### config.mk
export PLATFORM = sky130hd
export DESIGN_NAME = midi_voice_allocator
export DESIGN_NICKNAME = d
export VERILOG_FILES = /design/src/rtl/mva_pkg.sv /design/src/rtl/mva_cell.sv /design/src/rtl/midi_voice_allocator.sv
export SDC_FILE = /design/constraint.sdc
export NUM_CORES = 2
export LEC_CHECK = 0
export BUFFER_PORTS_ARGS = -buffer_cell sky130_fd_sc_hd__buf_2
export CORE_MARGIN = 2
export CORE_UTILIZATION = 35
export DETAILED_ROUTE_END_ITERATION = 7
export SLEW_MARGIN = 20
export SYNTH_ARGS = -nofsm -noshare
export SYNTH_HDL_FRONTEND = slang
export SYNTH_SLANG_ARGS = --single-unit
### constraint.sdc
create_clock -name clk_i -period 17.32 [get_ports clk_i]
set_input_delay 2.598 -clock clk_i [delete_from_list [all_inputs] [get_ports clk_i]]
set_output_delay 2.598 -clock clk_i [all_outputs]
set_load 0.05 [all_outputs]
### src/rtl/mva_pkg.sv
// Package for the MIDI voice allocator: constants, codes and slot types.
// No dependencies.
`default_nettype none
package mva_pkg;
  localparam int unsigned NumVoices   = 8;
  localparam int unsigned NumChannels = 16;
  localparam int unsigned VoiceW      = $clog2(NumVoices);
  localparam int unsigned CntW        = $clog2(NumVoices + 1);
  localparam int unsigned MaxActive   = (NumVoices < 8) ? NumVoices : 8;

  localparam logic [1:0] SrcUnused = 2'd0;
  localparam logic [1:0] SrcMidi   = 2'd1;
  localparam logic [1:0] SrcCv     = 2'd2;

  localparam logic [1:0] KindMidi   = 2'd0;
  localparam logic [1:0] KindGate   = 2'd1;
  localparam logic [1:0] KindFinish = 2'd2;

  localparam logic [3:0] MsgNoteOff  = 4'h8;
  localparam logic [3:0] MsgNoteOn   = 4'h9;
  localparam logic [3:0] MsgPoly     = 4'ha;
  localparam logic [3:0] MsgCtrl     = 4'hb;
  localparam logic [3:0] MsgChanPres = 4'hd;
  localparam logic [3:0] MsgBend     = 4'he;

  localparam logic [6:0]  CtrlWheel   = 7'd1;
  localparam logic [6:0]  CtrlSustain = 7'd64;
  localparam logic [13:0] BendCentre  = 14'd8192;

  localparam logic       RegChanSel = 1'b0;
  localparam logic       RegVoices  = 1'b1;

  typedef struct packed {
    logic [1:0]  source;
    logic        gate;
    logic        key_held;
    logic [31:0] age;
    logic [6:0]  note;
    logic [3:0]  channel;
    logic [6:0]  velocity;
    logic [6:0]  poly;
  } slot_t;

  // operation broadcast to every cell for one pass
  typedef enum logic [3:0] {
    OP_NONE, OP_NOTE_OFF, OP_POLY, OP_SUS_REL, OP_CV_RISE, OP_CV_FALL,
    OP_CLEAR, OP_START
  } op_e;

  typedef struct packed {
    op_e         op;
    logic [VoiceW-1:0] target;
    logic [3:0]  channel;
    logic [6:0]  note;
    logic [6:0]  data;
    logic        sustain;
    logic [31:0] age;
  } cmd_t;
endpackage
`default_nettype wire

### src/rtl/mva_cell.sv
// One voice slot cell: holds the slot, applies commands, and joins the
// oldest-candidate search chain. Depends on mva_pkg.
`default_nettype none
module mva_cell (
  input  logic                      clk_i,
  input  logic                      rst_ni,
  input  logic [mva_pkg::VoiceW-1:0] idx_i,
  input  logic                      active_i,
  input  mva_pkg::cmd_t             cmd_i,
  input  logic                      apply_i,
  input  logic [1:0]                mode_i,
  input  logic                      found_i,
  input  logic [31:0]               best_age_i,
  input  logic [mva_pkg::VoiceW-1:0] best_idx_i,
  input  logic [mva_pkg::CntW-1:0]  rank_i,
  output logic                      found_o,
  output logic [31:0]               best_age_o,
  output logic [mva_pkg::VoiceW-1:0] best_idx_o,
  output logic [mva_pkg::CntW-1:0]  rank_o,
  output mva_pkg::slot_t            slot_o,
  output logic                      started_o
);
  import mva_pkg::*;
  slot_t slot_q, slot_d;
  logic  ok, hit, match, cv_ok;

  assign match = slot_q.source == SrcMidi && slot_q.channel == cmd_i.channel
                 && slot_q.note == cmd_i.note;

  // count of CV-restart candidates below and including this slot
  assign cv_ok  = active_i && !(slot_q.source == SrcMidi && slot_q.gate);
  assign rank_o = rank_i + CntW'(cv_ok);

  always_comb begin
    unique case (mode_i)
      2'd0: ok = !slot_q.gate;
      2'd1: ok = slot_q.source == SrcMidi && !slot_q.key_held;
      2'd2: ok = slot_q.source == SrcCv;
      default: ok = slot_q.gate;
    endcase
    hit = active_i && ok && (!found_i || slot_q.age < best_age_i);
    found_o    = found_i || hit;
    best_age_o = hit ? slot_q.age : best_age_i;
    best_idx_o = hit ? idx_i : best_idx_i;
  end

  always_comb begin
    slot_d    = slot_q;
    started_o = 1'b0;
    if (apply_i && active_i) begin
      unique case (cmd_i.op)
        OP_NOTE_OFF: if (match) begin
          slot_d.key_held = 1'b0;
          if (!cmd_i.sustain) slot_d.gate = 1'b0;
        end
        OP_POLY: if (match) slot_d.poly = cmd_i.data;
        OP_SUS_REL: if (slot_q.source == SrcMidi && slot_q.channel == cmd_i.channel
                        && !slot_q.key_held) slot_d.gate = 1'b0;
        OP_CV_RISE: if (!(slot_q.source == SrcMidi && slot_q.gate)) begin
          slot_d = '{source: SrcCv, gate: 1'b1, key_held: 1'b0, age: cmd_i.age
                     + 32'(rank_i) + 32'd1, note: '0, channel: '0, velocity: '0,
                     poly: '0};
          started_o = 1'b1;
        end
        OP_CV_FALL: if (slot_q.source == SrcCv) slot_d.gate = 1'b0;
        OP_CLEAR: if (cmd_i.target == idx_i && !slot_q.gate) slot_d = '0;
        OP_START: if (cmd_i.target == idx_i) begin
          slot_d = '{source: SrcMidi, gate: 1'b1, key_held: 1'b1,
                     age: cmd_i.age + 32'd1, note: cmd_i.note,
                     channel: cmd_i.channel, velocity: cmd_i.data, poly: '0};
          started_o = 1'b1;
        end
        default: ;
      endcase
    end
  end

  always_ff @(posedge clk_i or negedge rst_ni) begin
    if (!rst_ni) slot_q <= '0;
    else         slot_q <= slot_d;
  end

  assign slot_o = slot_q;
endmodule
`default_nettype wire

### src/rtl/midi_voice_allocator.sv
// Top level of the MIDI voice allocator: control sequencer, channel state,
// voice cell row and record emitter. Depends on mva_pkg and mva_cell.
// Sequence: accept, decode, note-on search over the slot modes, apply, then a record
// scan of the active slots, held by output stalls. One request at a time. Reset
// resets slots, control registers and channel state (pitch bend to centre).
`default_nettype none
module midi_voice_allocator (
  input  logic        clk_i,
  input  logic        rst_ni,
  input  logic        s_axis_tvalid,
  output logic        s_axis_tready,
  // status_byte[7:0], first_data[14:8], second_data[21:15], gate_level[22],
  // finished_voice[25:23]
  input  logic [31:0] s_axis_tdata,
  // kind[1:0]
  input  logic [1:0]  s_axis_tuser,
  output logic        m_axis_tvalid,
  input  logic        m_axis_tready,
  // voice_index[2:0], voice_source[4:3], voice_gate[5], started[6],
  // note_number[13:7], midi_channel[17:14], velocity[24:18],
  // poly_pressure[31:25], channel_pressure[38:32], mod_wheel[45:39],
  // pitch_bend[59:46]
  output logic [63:0] m_axis_tdata,
  output logic        m_axis_tlast,
  input  logic        cfg_we_i,
  input  logic        cfg_addr_i,
  input  logic [4:0]  cfg_wdata_i
);
  import mva_pkg::*;

  typedef enum logic [4:0] {
    ST_IDLE = 5'b00001, ST_DEC = 5'b00010, ST_SRCH = 5'b00100,
    ST_APPLY = 5'b01000, ST_EMIT = 5'b10000
  } state_e;

  typedef struct packed {
    logic [1:0]  source;
    logic        gate;
    logic [6:0]  note;
    logic [3:0]  channel;
    logic [6:0]  velocity;
    logic [6:0]  poly;
    logic [6:0]  pres;
    logic [6:0]  wheel;
    logic [13:0] bend;
  } rec_t;

  state_e state_q, state_d;
  logic [4:0]  chsel_q;
  logic [3:0]  voices_q;
  logic [25:0] in_q;
  logic [1:0]  kind_q;
  logic [31:0] age_q;
  logic        cvprev_q;
  logic [NumChannels-1:0] sus_q;
  logic [6:0]  wheel_q [NumChannels];
  logic [6:0]  pres_q  [NumChannels];
  logic [13:0] bend_q  [NumChannels];
  cmd_t        cmd_q;
  logic [1:0]  mode_q;
  logic [VoiceW-1:0] scan_q;
  logic [NumVoices-1:0] started_q;
  rec_t        before_q [NumVoices];
  logic        ovalid_q, olast_q;
  logic [63:0] odata_q;

  logic [CntW-1:0] n;
  logic [NumVoices-1:0] act, started;
  logic        found [NumVoices+1];
  logic [31:0] bage  [NumVoices+1];
  logic [VoiceW-1:0] bidx [NumVoices+1];
  logic [CntW-1:0] rank [NumVoices+1];
  slot_t       slot [NumVoices];
  logic        apply;

  wire [1:0] kind = kind_q;
  wire [3:0] msg  = in_q[7:4];
  wire [3:0] ch   = in_q[3:0];
  wire [6:0] d1   = in_q[14:8];
  wire [6:0] d2   = in_q[21:15];
  wire       gl   = in_q[22];
  wire [2:0] fv   = in_q[25:23];

  always_comb begin
    if (voices_q == 4'd0)                  n = CntW'(1);
    else if ({28'd0, voices_q} > MaxActive) n = CntW'(MaxActive);
    else                                   n = CntW'(voices_q);
  end

  for (genvar i = 0; i < NumVoices; i++) begin : g_cell
    assign act[i] = CntW'(i) < n;
    mva_cell u_cell (
      .clk_i, .rst_ni, .idx_i(VoiceW'(i)), .active_i(act[i]), .cmd_i(cmd_q),
      .apply_i(apply), .mode_i(mode_q), .found_i(found[i]),
      .best_age_i(bage[i]), .best_idx_i(bidx[i]), .rank_i(rank[i]),
      .found_o(found[i+1]), .best_age_o(bage[i+1]), .best_idx_o(bidx[i+1]),
      .rank_o(rank[i+1]), .slot_o(slot[i]), .started_o(started[i]));
  end
  assign found[0] = 1'b0;
  assign bage[0]  = '0;
  assign bidx[0]  = '0;
  assign rank[0]  = '0;

  function automatic rec_t rec_of(slot_t s, logic [6:0] p, logic [6:0] w,
                                  logic [13:0] b);
    rec_t r;
    logic m;
    m = s.source == SrcMidi;
    r.source = s.source;  r.gate = s.gate;
    r.note = m ? s.note : '0;  r.channel = m ? s.channel : '0;
    r.velocity = m ? s.velocity : '0;  r.poly = m ? s.poly : '0;
    r.pres = m ? p : '0;  r.wheel = m ? w : '0;  r.bend = m ? b : BendCentre;
    return r;
  endfunction

  logic [VoiceW-1:0] si;
  rec_t now_rec;
  assign si = scan_q;
  assign now_rec = rec_of(slot[si], pres_q[slot[si].channel],
                          wheel_q[slot[si].channel], bend_q[slot[si].channel]);

  logic chan_ok;
  assign chan_ok = chsel_q == 5'd0 || {1'b0, ch} == chsel_q - 5'd1;
  assign apply = state_q == ST_APPLY;
  assign s_axis_tready = state_q == ST_IDLE;

  logic [CntW:0] rise_cnt;
  always_comb begin
    rise_cnt = '0;
    for (int i = 0; i < NumVoices; i++)
      if (act[i] && !(slot[i].source == SrcMidi && slot[i].gate))
        rise_cnt = rise_cnt + (CntW+1)'(1);
  end

  op_e dec_op;
  always_comb begin
    dec_op = OP_NONE;
    if (kind == KindMidi && chan_ok) begin
      if (msg == MsgNoteOn && d2 != '0) dec_op = OP_START;
      else if (msg == MsgNoteOff || msg == MsgNoteOn) dec_op = OP_NOTE_OFF;
      else if (msg == MsgPoly) dec_op = OP_POLY;
      else if (msg == MsgCtrl && d1 == CtrlSustain && sus_q[ch] && !d2[6])
        dec_op = OP_SUS_REL;
    end else if (kind == KindGate) begin
      if (gl && !cvprev_q) dec_op = OP_CV_RISE;
      else if (!gl && cvprev_q) dec_op = OP_CV_FALL;
    end else if (kind == KindFinish && {1'b0, fv} < n) begin
      dec_op = OP_CLEAR;
    end
  end

  logic last_scan, emit_now, obusy, emit_fire;
  assign last_scan = {1'b0, scan_q} == CntW'(n - CntW'(1));
  assign obusy     = ovalid_q && !m_axis_tready;
  assign emit_now  = started_q[si] || now_rec != before_q[si];
  assign emit_fire = state_q == ST_EMIT && !obusy && emit_now;

  logic later;
  always_comb begin
    later = 1'b0;
    for (int i = 0; i < NumVoices; i++)
      if (VoiceW'(i) > si && act[i] &&
          (started_q[i] || rec_of(slot[i], pres_q[slot[i].channel],
           wheel_q[slot[i].channel], bend_q[slot[i].channel]) != before_q[i]))
        later = 1'b1;
  end

  always_comb begin
    state_d = state_q;
    unique case (state_q)
      ST_IDLE:  if (s_axis_tvalid) state_d = ST_DEC;
      ST_DEC:   state_d = (kind == KindMidi && msg == MsgNoteOn && d2 != '0
                           && chan_ok) ? ST_SRCH : ST_APPLY;
      ST_SRCH:  if (found[NumVoices] || mode_q == 2'd3) state_d = ST_APPLY;
      ST_APPLY: state_d = ST_EMIT;
      ST_EMIT:  if (!obusy && last_scan) state_d = ST_IDLE;
      default:  state_d = ST_IDLE;
    endcase
  end

  always_ff @(posedge clk_i or negedge rst_ni) begin
    if (!rst_ni) begin
      state_q <= ST_IDLE;  chsel_q <= '0;  voices_q <= 4'd4;  age_q <= '0;
      cvprev_q <= 1'b0;  sus_q <= '0;  mode_q <= '0;  scan_q <= '0;
      started_q <= '0;  ovalid_q <= 1'b0;  olast_q <= 1'b0;
      cmd_q <= '{op: OP_NONE, default: '0};
      for (int c = 0; c < NumChannels; c++) begin
        wheel_q[c] <= '0;  pres_q[c] <= '0;  bend_q[c] <= BendCentre;
      end
    end else begin
      state_q <= state_d;
      if (cfg_we_i) begin
        if (cfg_addr_i == RegChanSel) chsel_q <= cfg_wdata_i;
        else                         voices_q <= cfg_wdata_i[3:0];
      end
      if (emit_fire) ovalid_q <= 1'b1;
      else if (ovalid_q && m_axis_tready) ovalid_q <= 1'b0;
      unique case (state_q)
        ST_IDLE: if (s_axis_tvalid) begin
          in_q   <= s_axis_tdata[25:0];
          kind_q <= s_axis_tuser;
        end
        ST_DEC: begin
          for (int i = 0; i < NumVoices; i++)
            before_q[i] <= rec_of(slot[i], pres_q[slot[i].channel],
                                  wheel_q[slot[i].channel], bend_q[slot[i].channel]);
          mode_q <= '0;
          cmd_q <= '{op: dec_op, target: VoiceW'(fv), channel: ch, note: d1,
                     data: d2, sustain: sus_q[ch], age: age_q};
          if (kind == KindMidi && chan_ok) begin
            if (msg == MsgCtrl && d1 == CtrlWheel) wheel_q[ch] <= d2;
            else if (msg == MsgCtrl && d1 == CtrlSustain) sus_q[ch] <= d2[6];
            else if (msg == MsgChanPres) pres_q[ch] <= d1;
            else if (msg == MsgBend) bend_q[ch] <= {d2, d1};
          end else if (kind == KindGate) begin
            cvprev_q <= gl;
            if (gl && !cvprev_q) age_q <= age_q + 32'(rise_cnt);
          end
        end
        ST_SRCH: begin
          if (found[NumVoices]) begin
            cmd_q.target <= bidx[NumVoices];
            age_q <= age_q + 32'd1;
          end else if (mode_q == 2'd3) cmd_q.op <= OP_NONE;
          mode_q <= mode_q + 2'd1;
        end
        ST_APPLY: begin
          started_q <= started;
          scan_q <= '0;
        end
        ST_EMIT: if (!obusy) begin
          if (emit_now) begin
            olast_q  <= !later;
            odata_q  <= {4'd0, now_rec.bend, now_rec.wheel, now_rec.pres,
                         now_rec.poly, now_rec.velocity, now_rec.channel,
                         now_rec.note, started_q[si], now_rec.gate,
                         now_rec.source, 3'(si)};
          end
          if (!last_scan) scan_q <= scan_q + VoiceW'(1);
        end
        default: ;
      endcase
    end
  end

  assign m_axis_tvalid = ovalid_q;
  assign m_axis_tdata  = odata_q;
  assign m_axis_tlast  = olast_q;
endmodule
`default_nettype wire
==> metrics.cfg <==
[synthesis]
synth_cells = 10121
ys_seq_area_frac = 0.366
syn_avg_cell_area_um2 = 11.6
synthDistinctLibCells = 94
synth-seq-cells = 1607
synth_edf_count = 536
synthArstFlopShare = 0.666
yosys_warnings = 0
synth_ff_type = dfrtp_1
synth.cell_area_um2 = 117000

[detailed_routing]
num_vias = 96412
wire_per_inst_um = 34.3
met2_length_um = 216000
drt_iter0_drc = 14088
met3_wirelength_um = 69800
vias_per_cell = 6.48
drt-met1-wl_um = 191000
drcViolationCount = 0
top_layer_used = met5
wirelength_um = 511000
first_pass_iters = 6
ant_nets = 0

[global_routing]
grt_pass1_vias = 93155
overflow = 0
grt_pass1_wl_um = 718000
grt_max_degree = 179
grtUsageTotal = 0.293
antenna_found_initial = 58

[placed_design]
place_area_um2 = 126000
dpl.hpwl_um = 346000
gp_congestion = 1.03
io_buffers = 101
pre_cts_ws_ps = -3770

[run_status]
status = finished with violations
violations = setup timing

[final_layout]
drive_gt1_frac = 0.309
final_common_cell = nand2_1
area.growth.synth_to_final_pct = 14.3
nFillCells = 31220
nets = 10627
final_area_um2 = 134000
final_cell_mix = 1266 x nand2_1, 1264 x mux4_2, 1018 x dfrtp_1

[pwr]
ir_drop_mv = 0.219
p_per_area_nw_per_um2 = 125
p_leak_nw = 50.7
totalPowerFinal_w = 0.0168

[cts]
path_clk_slew_ps = 60
cts_tree = done
cts_root_buf = clkbuf_16
cts_hold_buf = 0
cts_buffers = 197
clock_sinks = 1607
clkLatencyLatePin_ps = 960
ctsHtreeMaxLevel = 4
clk_path_buf_depth = 4

[die]
num_rows = 212
io_pins = 112
die_height_um = 583
start_util = 0.352
dieArea_um2 = 340000
die_w_um = 583
design.core.area_um2 = 333000

[timing]
min_period_ps = 19780
hold_viol_final = 0
setup_slack_ps = -2460
drv_slew = 0
fin_crit_sh = 1.14
max_clock_freq_ghz = 0.0506
relSlewSlack = 0.140
finalSetupViolCount = 3
skew_ps = 66.7
fin_setup_tns_ps = -7260
worstMarginPinSlew_ps = 1280
rsz0062_at_grt = true

[hold_path]
hold_path_depth = 2
hold_class = flip-flop to flip-flop

[critical_path]
cp_max_fo = 16
worstSetupPathDepth = 107
worst_ep_required_time_ps = 18130
end_kind = flip-flop
crit_arrival_ps = 20590
start_kind = flip-flop
path_delay_family = compound AO/OA/AOI/OAI gates
rr_worst_depth = 107
crit_slowest_cell = dfstp_2
critPathKind = flip-flop to flip-flop
cpPeakStageDelay_ps = 540
crit_top_cell = a21o_1
cp.buffers_inverters = 21

[run]
max-cap-violations = 0

-- final timing paths --
kind                              from                          end  slack, ps
min                           cmd_q[4]                     cmd_q[4]        490
max                        voices_q[2]                    cmd_q[53]      -2460
min in group asynchronous       rst_ni                   bend_q[79]       1580
min reg2reg                   cmd_q[4]                     cmd_q[4]        490
max reg2reg                voices_q[2]                    cmd_q[53]      -2460
max in group asynchronous       rst_ni  g_cell[5].u_cell.slot_o[43]      11510
-- timing repair --
action / in CTS / in global routing
setup endpoints to repair: 3 / 3
gates resized for setup: 58 / 148
pin swaps: 15 / 72
gates cloned: 2 / 4
setup buffers: 9 / 31
endpoints found under the hold margin: 0 / 0
-- cell families (layout without fill, tap and decap cells) --
group | after synthesis | after routing | synth area share
compound gates | 1318 | 1319 | 0.0683
xor+xnor | 869 | 869 | 0.0649
fa+ha+maj | 286 | 286 | 0.0311
buf+inv | 1010 | 1347 | 0.0333
flops | 1607 | 1607 | 0.366
mux | 2015 | 2015 | 0.314
other cells | 1 | 38 | 0.0000320
simple gates | 3015 | 3015 | 0.122
-- metal layers --
layer / vias up / GRT usage
li1: 38426 / -
met1: 49143 / 0.384
met2: 7278 / 0.425
met3: 1533 / 0.103
met4: 32 / 0.155
met5: - / 0
-- synth_stat cells (11+ instances only) --
cell type / number / share of area
nand2_1: 1293 / 0.041
mux4_2: 1264 / 0.24
dfrtp_1: 1053 / 0.22
xnor2_1: 606 / 0.045
clkbuf_1: 592 / 0.019
mux2_2: 548 / 0.053
edfxtp_1: 536 / 0.14
o21ai_0: 459 / 0.020
and2_1: 445 / 0.024
a21oi_1: 444 / 0.019
nor2_1: 425 / 0.014
ha_1: 277 / 0.030
xor2_1: 263 / 0.020
nand3_1: 221 / 0.0094
inv_1: 208 / 0.0067
mux2i_1: 163 / 0.014
buf_1: 156 / 0.0050
nand4_1: 155 / 0.0083
and3_1: 129 / 0.0069
nor3_1: 100 / 0.0043
a21o_1: 65 / 0.0042
nor4_1: 62 / 0.0033
a311oi_1: 60 / 0.0045
nand2b_1: 59 / 0.0031
a311o_1: 55 / 0.0047
a211oi_1: 52 / 0.0033
nor2b_1: 40 / 0.0021
buf_2: 39 / 0.0017
a22oi_1: 33 / 0.0021
mux2_4: 30 / 0.0038
o21a_1: 19 / 0.0012
dfstp_2: 18 / 0.0040
a31oi_1: 16 / 0.00085
or3_1: 16 / 0.00085
o22ai_1: 13 / 0.00069
o31ai_1: 12 / 0.00077
nand3b_1: 11 / 0.00070
-- registers in the layout (all words and copies together) (netlist names), 26 cells and up --
name                  flops
age_q                    32
before_q                448
bend_q                  224
cmd_q                    57
g_cell.u_cell.slot_o    488
in_q                     26
m_axis_tdata             60
pres_q                  112
wheel_q                 112
-- where the power goes --
part / switching, W / leakage, nW / internal (W) / total (W)
combinational: 0.00433 / 27.9 / 0.00342 / 0.00775
sequential: 0.000385 / 19.5 / 0.00421 / 0.00460
clock: 0.00186 / 3.31 / 0.00258 / 0.00443
-- area by class of cell --
type,instances,area [µm²],area share
multi-input cells,7508,71800,0.536
flip-flops and latches,1607,43000,0.321
repair buffers,770,6000,0.0448
clock buffers,258,5520,0.0412
well taps,4387,5490,0.0410
clock inverters,107,1200,0.00899
inverters,212,801,0.00598
diodes,34,85.1,0.000635
-- per-stage QoR --
step / hold WS, ps / instances / util
3_3_place_gp: 463 / 14439 / 0.377
2_1_floorplan: 423 / 10124 / -
5_1_grt: 511 / 14855 / 0.402
4_1_cts: 490 / 14815 / 0.398
3_5_place_dp: 478 / 14439 / 0.377
6_report: 491 / 14883 / 0.402
-- worst min-delay path, stage by stage (launching register included) --
cell	delay (ps)
dfrtp_1	350
nand2_1	50
nand2_1	60
Note: power is estimated with default switching activity, not from simulation.
